**config.mk**
```make
export PLATFORM = sky130hd
export DESIGN_NAME = keyboard_buffer_with_foreground_owner
export DESIGN_NICKNAME = d
export VERILOG_FILES = /design/src/hw/rtl/kbf_pkg.sv /design/src/hw/rtl/kbf_dpath.sv /design/src/hw/rtl/kbf_ctrl.sv /design/src/hw/rtl/keyboard_buffer_with_foreground_owner.sv
export SDC_FILE = /design/constraint.sdc
export NUM_CORES = 2
export LEC_CHECK = 0
export BUFFER_PORTS_ARGS = -buffer_cell sky130_fd_sc_hd__buf_2
export CORE_UTILIZATION = 35
export DETAILED_ROUTE_END_ITERATION = 10
export GPL_TIMING_DRIVEN = 0
export PLACE_DENSITY = 0.62
export SLEW_MARGIN = 20
export SYNTH_ARGS = -nofsm -noshare
export SYNTH_HDL_FRONTEND = slang
export SYNTH_SLANG_ARGS = --single-unit
```
**constraint.sdc**
```tcl
create_clock -name clk -period 4.3 [get_ports clk]
set_input_delay 0.86 -clock clk [delete_from_list [all_inputs] [get_ports clk]]
set_output_delay 0.86 -clock clk [all_outputs]
set_load 0.02 [all_outputs]
```
**src/hw/rtl/kbf_pkg.sv**
```systemverilog
// ----------------------------------------------------------------------------
// kbf_pkg
// Shared types and constants of the keyboard buffer with foreground owner:
// item structs, operation codes, and the controller/datapath interface.
// ----------------------------------------------------------------------------
package kbf_pkg;

  localparam int unsigned KBF_FIFO_DEPTH = 256;
  localparam int unsigned KBF_TASK_LIMIT = 64;

  localparam logic [2:0] OP_PUSH     = 3'd0;
  localparam logic [2:0] OP_READ     = 3'd1;
  localparam logic [2:0] OP_SET_OPER = 3'd2;
  localparam logic [2:0] OP_SET_FG   = 3'd3;
  localparam logic [2:0] OP_SWITCH   = 3'd4;

  typedef struct packed {
    logic [2:0] operation;
    logic [7:0] char_value;
    logic [7:0] pid;
    logic       pid_none;
  } in_item_t;

  typedef struct packed {
    logic       status;
    logic       data_valid;
    logic [7:0] char_out;
    logic       wake_valid;
    logic [7:0] wake_pid;
    logic       foreground_valid;
    logic [7:0] foreground_task;
  } out_item_t;

  typedef struct packed {
    logic latch;
    logic push;
    logic inst_pid;
    logic inst_oper;
    logic set_oper;
    logic fifo_take;
    logic pop_rd;
    logic pop_take;
    logic srch_start;
    logic srch_step;
    logic append;
    logic err;
    logic load_out;
  } cmd_t;

  typedef struct packed {
    logic [2:0] op;
    logic       pid_none;
    logic       pid_ok;
    logic       owner_set;
    logic       owner_match;
    logic       fifo_empty;
    logic       wait_any;
    logic       oper_set;
    logic       srch_hit;
    logic       srch_done;
  } sts_t;

endpackage

```
**src/hw/rtl/kbf_dpath.sv**
```systemverilog
// ----------------------------------------------------------------------------
// kbf_dpath
// Datapath: character FIFO memory and pointers, owner and operator
// registers, circular waiting list with pipelined duplicate search,
// result accumulation and output register.
// ----------------------------------------------------------------------------
module kbf_dpath #(
  parameter int unsigned FIFO_DEPTH = kbf_pkg::KBF_FIFO_DEPTH,
  parameter int unsigned TASK_LIMIT = kbf_pkg::KBF_TASK_LIMIT
) (
  input  logic               clk,
  input  logic               rst_n,
  input  kbf_pkg::in_item_t  in_data,
  input  kbf_pkg::cmd_t      cmd,
  output kbf_pkg::sts_t      sts,
  output kbf_pkg::out_item_t out_data
);

  localparam int unsigned FA = $clog2(FIFO_DEPTH);
  localparam int unsigned WA = $clog2(TASK_LIMIT);
  localparam int unsigned CW = $clog2(TASK_LIMIT + 1);
  localparam logic [FA-1:0] FIFO_LAST = FA'(FIFO_DEPTH - 1);
  localparam logic [WA-1:0] WAIT_LAST = WA'(TASK_LIMIT - 1);
  localparam logic [CW-1:0] WAIT_FULL = CW'(TASK_LIMIT);
  localparam logic [CW:0]   TAIL_LIM  = (CW + 1)'(TASK_LIMIT);
  localparam logic [8:0]    PID_LIM   = 9'(TASK_LIMIT);

  kbf_pkg::in_item_t  item_r;
  kbf_pkg::out_item_t out_r;

  logic [7:0]    fifo_mem [FIFO_DEPTH];
  logic [7:0]    fifo_rdata_r;
  logic [FA-1:0] wr_idx_r, rd_idx_r, wr_idx_inc, rd_idx_inc;
  logic          wr_ph_r, rd_ph_r;
  logic          fifo_empty, fifo_full;

  logic [7:0]    owner_r, oper_r;
  logic          owner_set_r, oper_set_r;

  logic [7:0]    wait_mem [TASK_LIMIT];
  logic [7:0]    wait_rdata_r;
  logic [WA-1:0] head_r, sptr_r, head_inc, sptr_inc, tail, wait_raddr;
  logic [CW-1:0] count_r, issued_r;
  logic [CW:0]   tail_sum;
  logic          cmp_vld_r, wait_full, popped_ok, pid_ok;

  logic          st_r, dv_r, wv_r;
  logic [7:0]    ch_r, wpid_r;

  assign fifo_empty = (rd_idx_r == wr_idx_r) && (rd_ph_r == wr_ph_r);
  assign fifo_full  = (rd_idx_r == wr_idx_r) && (rd_ph_r != wr_ph_r);
  assign wr_idx_inc = (wr_idx_r == FIFO_LAST) ? '0 : wr_idx_r + FA'(1);
  assign rd_idx_inc = (rd_idx_r == FIFO_LAST) ? '0 : rd_idx_r + FA'(1);

  assign head_inc   = (head_r == WAIT_LAST) ? '0 : head_r + WA'(1);
  assign sptr_inc   = (sptr_r == WAIT_LAST) ? '0 : sptr_r + WA'(1);
  assign tail_sum   = (CW + 1)'(head_r) + (CW + 1)'(count_r);
  assign tail       = (tail_sum >= TAIL_LIM) ? WA'(tail_sum - TAIL_LIM) : WA'(tail_sum);
  assign wait_full  = (count_r == WAIT_FULL);
  assign wait_raddr = cmd.pop_rd ? head_r : sptr_r;

  assign popped_ok  = ({1'b0, wait_rdata_r} < PID_LIM);
  assign pid_ok     = ({1'b0, item_r.pid} < PID_LIM);

  always_comb begin
    sts.op          = item_r.operation;
    sts.pid_none    = item_r.pid_none;
    sts.pid_ok      = pid_ok;
    sts.owner_set   = owner_set_r;
    sts.owner_match = (owner_r == item_r.pid);
    sts.fifo_empty  = fifo_empty;
    sts.wait_any    = (count_r != '0);
    sts.oper_set    = oper_set_r;
    sts.srch_hit    = cmp_vld_r && (wait_rdata_r == item_r.pid);
    sts.srch_done   = (issued_r == count_r) && !cmp_vld_r;
  end

  // memories
  always_ff @(posedge clk) begin
    if (cmd.push && !fifo_full) begin
      fifo_mem[wr_idx_r] <= item_r.char_value;
    end
    fifo_rdata_r <= fifo_mem[rd_idx_r];
    if (cmd.append && !wait_full) begin
      wait_mem[tail] <= item_r.pid;
    end
    wait_rdata_r <= wait_mem[wait_raddr];
  end

  // payload registers
  always_ff @(posedge clk) begin
    if (cmd.latch) begin
      item_r <= in_data;
      st_r   <= 1'b0;
      dv_r   <= 1'b0;
      ch_r   <= '0;
      wv_r   <= 1'b0;
      wpid_r <= '0;
    end else begin
      if (cmd.push) begin
        wv_r   <= owner_set_r;
        wpid_r <= owner_set_r ? owner_r : '0;
      end
      if (cmd.fifo_take) begin
        dv_r <= 1'b1;
        ch_r <= fifo_rdata_r;
      end
      if (cmd.err || (cmd.pop_take && !popped_ok)) begin
        st_r <= 1'b1;
      end
    end
    if (cmd.load_out) begin
      out_r.status           <= st_r;
      out_r.data_valid       <= dv_r;
      out_r.char_out         <= ch_r;
      out_r.wake_valid       <= wv_r;
      out_r.wake_pid         <= wpid_r;
      out_r.foreground_valid <= owner_set_r;
      out_r.foreground_task  <= owner_set_r ? owner_r : '0;
    end
  end

  // control state
  always_ff @(posedge clk) begin
    if (!rst_n) begin
      wr_idx_r    <= '0;
      wr_ph_r     <= 1'b0;
      rd_idx_r    <= '0;
      rd_ph_r     <= 1'b0;
      owner_r     <= '0;
      owner_set_r <= 1'b0;
      oper_r      <= '0;
      oper_set_r  <= 1'b0;
      head_r      <= '0;
      count_r     <= '0;
      sptr_r      <= '0;
      issued_r    <= '0;
      cmp_vld_r   <= 1'b0;
    end else begin
      if (cmd.push && !fifo_full) begin
        wr_idx_r <= wr_idx_inc;
        if (wr_idx_r == FIFO_LAST) begin
          wr_ph_r <= !wr_ph_r;
        end
      end
      if (cmd.fifo_take) begin
        rd_idx_r <= rd_idx_inc;
        if (rd_idx_r == FIFO_LAST) begin
          rd_ph_r <= !rd_ph_r;
        end
      end
      if (cmd.set_oper) begin
        oper_r     <= item_r.pid;
        oper_set_r <= 1'b1;
      end
      // new owner empties the fifo
      if (cmd.inst_pid || cmd.inst_oper || (cmd.pop_take && popped_ok)) begin
        owner_set_r <= 1'b1;
        rd_idx_r    <= wr_idx_r;
        rd_ph_r     <= wr_ph_r;
        if (cmd.inst_pid) begin
          owner_r <= item_r.pid;
        end else if (cmd.inst_oper) begin
          owner_r <= oper_r;
        end else begin
          owner_r <= wait_rdata_r;
        end
      end
      if (cmd.pop_take) begin
        head_r  <= head_inc;
        count_r <= count_r - CW'(1);
      end
      if (cmd.append && !wait_full) begin
        count_r <= count_r + CW'(1);
      end
      if (cmd.srch_start) begin
        sptr_r    <= head_r;
        issued_r  <= '0;
        cmp_vld_r <= 1'b0;
      end else if (cmd.srch_step) begin
        if (issued_r != count_r) begin
          sptr_r    <= sptr_inc;
          issued_r  <= issued_r + CW'(1);
          cmp_vld_r <= 1'b1;
        end else begin
          cmp_vld_r <= 1'b0;
        end
      end
    end
  end

  assign out_data = out_r;

endmodule

```
**src/hw/rtl/kbf_ctrl.sv**
```systemverilog
// ----------------------------------------------------------------------------
// kbf_ctrl
// Controller: decodes the accepted item, sequences memory reads, the
// waiting-list search and the hand-over of the result to the output stage.
// ----------------------------------------------------------------------------
module kbf_ctrl (
  input  logic               clk,
  input  logic               rst_n,
  input  logic               in_valid,
  output logic               in_stall,
  output logic               out_valid,
  input  logic               out_stall,
  input  kbf_pkg::sts_t      sts,
  output kbf_pkg::cmd_t      cmd
);

  typedef enum logic [2:0] {
    ST_IDLE,
    ST_DECODE,
    ST_FIFO_TAKE,
    ST_POP_TAKE,
    ST_SEARCH,
    ST_FINISH
  } state_t;

  state_t state_r, state_nxt;
  logic   out_valid_r;

  always_comb begin
    cmd       = '0;
    state_nxt = state_r;
    case (state_r)
      ST_IDLE: begin
        cmd.latch = in_valid;
        if (in_valid) begin
          state_nxt = ST_DECODE;
        end
      end
      ST_DECODE: begin
        state_nxt = ST_FINISH;
        case (sts.op)
          kbf_pkg::OP_PUSH: begin
            cmd.push = 1'b1;
          end
          kbf_pkg::OP_READ: begin
            if (!sts.owner_set) begin
              if (sts.pid_ok) begin
                cmd.inst_pid = 1'b1;
              end else begin
                cmd.srch_start = 1'b1;
                state_nxt      = ST_SEARCH;
              end
            end else if (!sts.owner_match) begin
              cmd.srch_start = 1'b1;
              state_nxt      = ST_SEARCH;
            end else if (!sts.fifo_empty) begin
              state_nxt = ST_FIFO_TAKE;
            end
          end
          kbf_pkg::OP_SET_OPER: begin
            if (!sts.pid_ok || sts.oper_set) begin
              cmd.err = 1'b1;
            end else begin
              cmd.set_oper = 1'b1;
            end
          end
          kbf_pkg::OP_SET_FG: begin
            if (!sts.pid_none) begin
              if (sts.pid_ok) begin
                cmd.inst_pid = 1'b1;
              end else begin
                cmd.err = 1'b1;
              end
            end else if (sts.wait_any && !sts.oper_set) begin
              cmd.pop_rd = 1'b1;
              state_nxt  = ST_POP_TAKE;
            end else if (sts.oper_set) begin
              cmd.inst_oper = 1'b1;
            end else begin
              cmd.err = 1'b1;
            end
          end
          kbf_pkg::OP_SWITCH: begin
            cmd.inst_oper = sts.oper_set;
          end
          default: begin
            cmd.err = 1'b1;
          end
        endcase
      end
      ST_FIFO_TAKE: begin
        cmd.fifo_take = 1'b1;
        state_nxt     = ST_FINISH;
      end
      ST_POP_TAKE: begin
        cmd.pop_take = 1'b1;
        state_nxt    = ST_FINISH;
      end
      ST_SEARCH: begin
        if (sts.srch_hit) begin
          state_nxt = ST_FINISH;
        end else if (sts.srch_done) begin
          cmd.append = 1'b1;
          state_nxt  = ST_FINISH;
        end else begin
          cmd.srch_step = 1'b1;
        end
      end
      ST_FINISH: begin
        cmd.load_out = !out_valid_r || !out_stall;
        if (cmd.load_out) begin
          state_nxt = ST_IDLE;
        end
      end
      default: begin
        state_nxt = ST_IDLE;
      end
    endcase
  end

  always_ff @(posedge clk) begin
    if (!rst_n) begin
      state_r     <= ST_IDLE;
      out_valid_r <= 1'b0;
    end else begin
      state_r <= state_nxt;
      if (cmd.load_out) begin
        out_valid_r <= 1'b1;
      end else if (!out_stall) begin
        out_valid_r <= 1'b0;
      end
    end
  end

  assign in_stall  = (state_r != ST_IDLE);
  assign out_valid = out_valid_r;

endmodule

```
**src/hw/rtl/keyboard_buffer_with_foreground_owner.sv**
```systemverilog
// ----------------------------------------------------------------------------
// keyboard_buffer_with_foreground_owner
// Each item passes IDLE (latch), DECODE and FINISH (load to the output
// register); an owner read with data adds FIFO_TAKE, a set taking a waiting
// task adds POP_TAKE, and a non-owner read adds SEARCH over the waiting list.
// One item in flight; the next is taken after the result is handed to the
// output register, which waits while out_stall holds it. Synchronous reset
// clears pointers, owner, operator, list count, search and control state only.
// ----------------------------------------------------------------------------
module keyboard_buffer_with_foreground_owner #(
  parameter int unsigned FIFO_DEPTH = kbf_pkg::KBF_FIFO_DEPTH,
  parameter int unsigned TASK_LIMIT = kbf_pkg::KBF_TASK_LIMIT
) (
  input  logic               clk,
  input  logic               rst_n,
  input  logic               in_valid,
  output logic               in_stall,
  input  kbf_pkg::in_item_t  in_data,
  output logic               out_valid,
  input  logic               out_stall,
  output kbf_pkg::out_item_t out_data
);

  kbf_pkg::cmd_t cmd;
  kbf_pkg::sts_t sts;

  kbf_ctrl u_ctrl (
    .clk       (clk),
    .rst_n     (rst_n),
    .in_valid  (in_valid),
    .in_stall  (in_stall),
    .out_valid (out_valid),
    .out_stall (out_stall),
    .sts       (sts),
    .cmd       (cmd)
  );

  kbf_dpath #(
    .FIFO_DEPTH (FIFO_DEPTH),
    .TASK_LIMIT (TASK_LIMIT)
  ) u_dpath (
    .clk      (clk),
    .rst_n    (rst_n),
    .in_data  (in_data),
    .cmd      (cmd),
    .sts      (sts),
    .out_data (out_data)
  );

endmodule

```
==> results.cfg <==
[run_status]
run_status = finished with violations
violations = negative setup slack

[hold_path]
holdCritStartpoint = in_data[16]
min_delay_path_depth = 1
hp-class = in2reg
worstHoldEndpoint = u_dpath.item_r[16]$_DFFE_PP_

[finish]
final_cell_mix = edfxtp_1, mux4_2, nand2_1, clkbuf_16, nor2_1
syn_to_final_growth_pct = 16.4
fillCellCount = 26000
final_cells = 9996
final_common_cell = edfxtp_1
fin_area_mm2 = 0.123
drive_gt1_frac = 0.259
layout.nets = 5862

[sta]
max_freq_mhz = 230
drv_slew = 0
skew_ps = 115
worst_pin_slew_ps = 1190
setup_tns_ps = -88.5
rsz0062_at_grt = false
slew_headroom = 0.209
setup_viol = 6
hold_viol_final = 0
setup_ws_ps = -41.7
period_share = 1.01
fin_crit_ps = 4340

[power_and_ir_drop]
p_leak_nw = 37.9
clockPowerShare = 0.402
power_switching_mw = 14.1
vdd_drop_max_mv = 0.292
p_total_mw = 60.1
seqPwrFrac = 0.506
power_frac_comb = 0.092
p_int_mw = 46.0
switching_share = 0.235
p_per_area_mw_per_mm2 = 488

[die]
start_util = 0.352
fp.coreArea_mm2 = 0.300
die_h_um = 552
dieArea_mm2 = 0.304
die_x_um = 552
top_level_ports = 54
rows = 201

[route]
drt_drc_violations_left = 0
drt-initial-drc-count = 7380
drt-wirelength-per-cell_um = 28.7
drtPass1Iterations = 8
ant_nets = 0
dr_total_vias = 55200
wirelength_um = 287000
vias_per_cell = 5.52

[place]
hpwl_um = 202000
placed_area_mm2 = 0.114
dp.cells = 9493
place_congestion = 0.888
portBuffers = 53
pre_cts_ws_ps = -1260

[worst_setup_path]
crit_path_max_fanout = 10
worstReg2RegEnd = u_dpath.fifo_rdata_r[3]$_DFF_P_
ff2ff_setup_slack_ps = -40
worst-setup-path-type = reg2reg
crit_start = u_dpath.rd_idx_r[1]$_SDFFE_PN0P_
endpoint_kind = flip-flop
critical_path_arrival_ps = 5100
start_kind = flip-flop
cp.required_ps = 5060
r2r_start = u_dpath.rd_idx_r[1]$_SDFFE_PN0P_
ff2ff_path_depth = 7

[synth]
async_flop_share = 0
synth_cells = 5334
ys_seq_area_frac = 0.760
syn_area_per_cell_um2 = 19.8
yosysWarnings = 0
synth_edf_count = 2608
ys_types = 68
ys.flop_type = edfxtp_1
synth_seq_cells = 2710
syn-num-nets = 5378
syn_area_mm2 = 0.106

[clocking]
h-tree-depth = 5
clock-sinks = 2710
cts_buffers = 285
cts.path.max_buffers = 4
root_buffer = clkbuf_16
cts.clk_slew.worst_paths_ps = 70
clock_latency_ps = 880
cts_tree = built

[grt]
antenna_found_initial = 14
grt_pass1_vias = 54900
grt_pass1_wl_um = 406000
grt_max_degree = 27
grt_overflow_total = 0
grt.total_usage = 0.187

[job]
maxCapViolCount = 0
-- worst max-delay path by stage --
stage                                                    end  slack, ps
after detailed placement     u_dpath.fifo_rdata_r[3]$_DFF_P_      -1260
after global placement    u_dpath.fifo_mem[240][2]$_DFFE_PP_      -3880
after floorplan             u_dpath.fifo_mem[0][0]$_DFFE_PP_        250
after global routing         u_dpath.fifo_rdata_r[3]$_DFF_P_          1
after CTS                    u_dpath.fifo_rdata_r[2]$_DFF_P_          3
final                        u_dpath.fifo_rdata_r[3]$_DFF_P_        -40
-- metrics by stage --
stage          hold slack, ps   util
6_report                  175  0.410
5_1_grt                   143  0.410
2_1_floorplan             408      -
3_3_place_gp              420  0.370
4_1_cts                   127  0.410
3_5_place_dp              419  0.379
-- synthesized netlist by cell type, drive strengths merged (8+ instances only) --
cell	instances	area, um2
ha	18	225
clkbuf	184	691
nor2b	33	206
mux2i	58	581
a221oi	24	210
inv	15	56.3
a21o	15	113
a31oi	43	269
nand3	77	385
or2	8	50.1
edfxtp	2608	78300
a21oi	133	666
nand4	22	138
xnor2	39	342
dfxtp	102	2040
and2	24	150
a21boi	13	97.6
nand2	464	1740
o21ai	29	145
a22oi	51	383
and3	50	313
mux4	680	15300
buf	122	603
a32oi	21	184
xor2	29	254
nor2	380	1440
-- worst max-delay path: stages (launching register included) --
cell and delay [ps]:
dfxtp_1 340, clkbuf_1 370, clkbuf_2 630, clkbuf_1 870
mux4_2 430, mux4_2 530, mux4_2 570, mux4_2 510
-- layout make-up --
type,count,area [um2],share of cell area
Multi-Input combinational cell,2303,24300,0.197
Tap cell,3958,4950,0.0402
Timing Repair Buffer,204,2970,0.0242
Inverter,15,56.3,0.000458
Buffer,299,1400,0.0114
Clock buffer,354,7760,0.0630
Antenna cell,1,2.50,0.0000203
Sequential cell,2710,80400,0.653
Clock inverter,152,1290,0.0105
-- timing repair --
| item | CTS | global route |
|---|---|---|
| setup endpoints to repair | 1765 | 802 |
| resized for setup | 102 | 48 |
| pin swaps | 1 | 0 |
| buffers inserted | 1 | 0 |
| gates cloned | 0 | 0 |
| hold buffers | 0 | 0 |
-- sequential cells by signal (all words and copies together), names as in the netlist, 8 cells and up --
signal / flops
u_dpath.fifo_mem: 2048
u_dpath.ch_r: 8
u_dpath.out_data: 28
u_dpath.item_r: 16
u_dpath.rd_idx_r: 8
u_dpath.wait_mem: 512
u_dpath.wait_rdata_r: 8
u_dpath.owner_r: 8
u_dpath.wpid_r: 8
u_dpath.fifo_rdata_r: 8
u_dpath.oper_r: 8
u_dpath.wr_idx_r: 8
-- layer usage --
metal / routed length, um / vias up / GRT usage
met1: 115000 / 29300 / 0.252
met4: 10000 / 4 / 0.0616
met5: 27 / - / 0
li1: - / 22700 / -
met3: 25000 / 498 / 0.0380
met2: 137000 / 2681 / 0.302
-- cell families (layout without fill, tap and decap cells) --
| kind of cell | Yosys count | count (layout) | synth area share |
|---|---|---|---|
| muxes | 744 | 744 | 0.151 |
| buffers and inverters | 321 | 1024 | 0.0128 |
| AOI/OAI and AO/OA | 387 | 387 | 0.0243 |
| other | 0 | 1 | 0 |
| DFF | 2710 | 2710 | 0.760 |
| and+or+nand+nor | 1084 | 1084 | 0.0435 |
| xor gates and xnor gates | 68 | 68 | 0.00563 |
| adders and majority gates | 20 | 20 | 0.00251 |
-- power groups by stage --
stage / clock (mW) / sequential, mW / combinational, mW
after floorplan: 0 / 31.6 / 2.13
after global placement: 0 / 32.7 / 3.40
after detailed placement: 0 / 30.9 / 5.49
after CTS: 24.4 / 30.4 / 5.51
after global routing: 25.4 / 30.4 / 5.87
final: 24.1 / 30.4 / 5.55
Power figures use the tool's default switching activity.
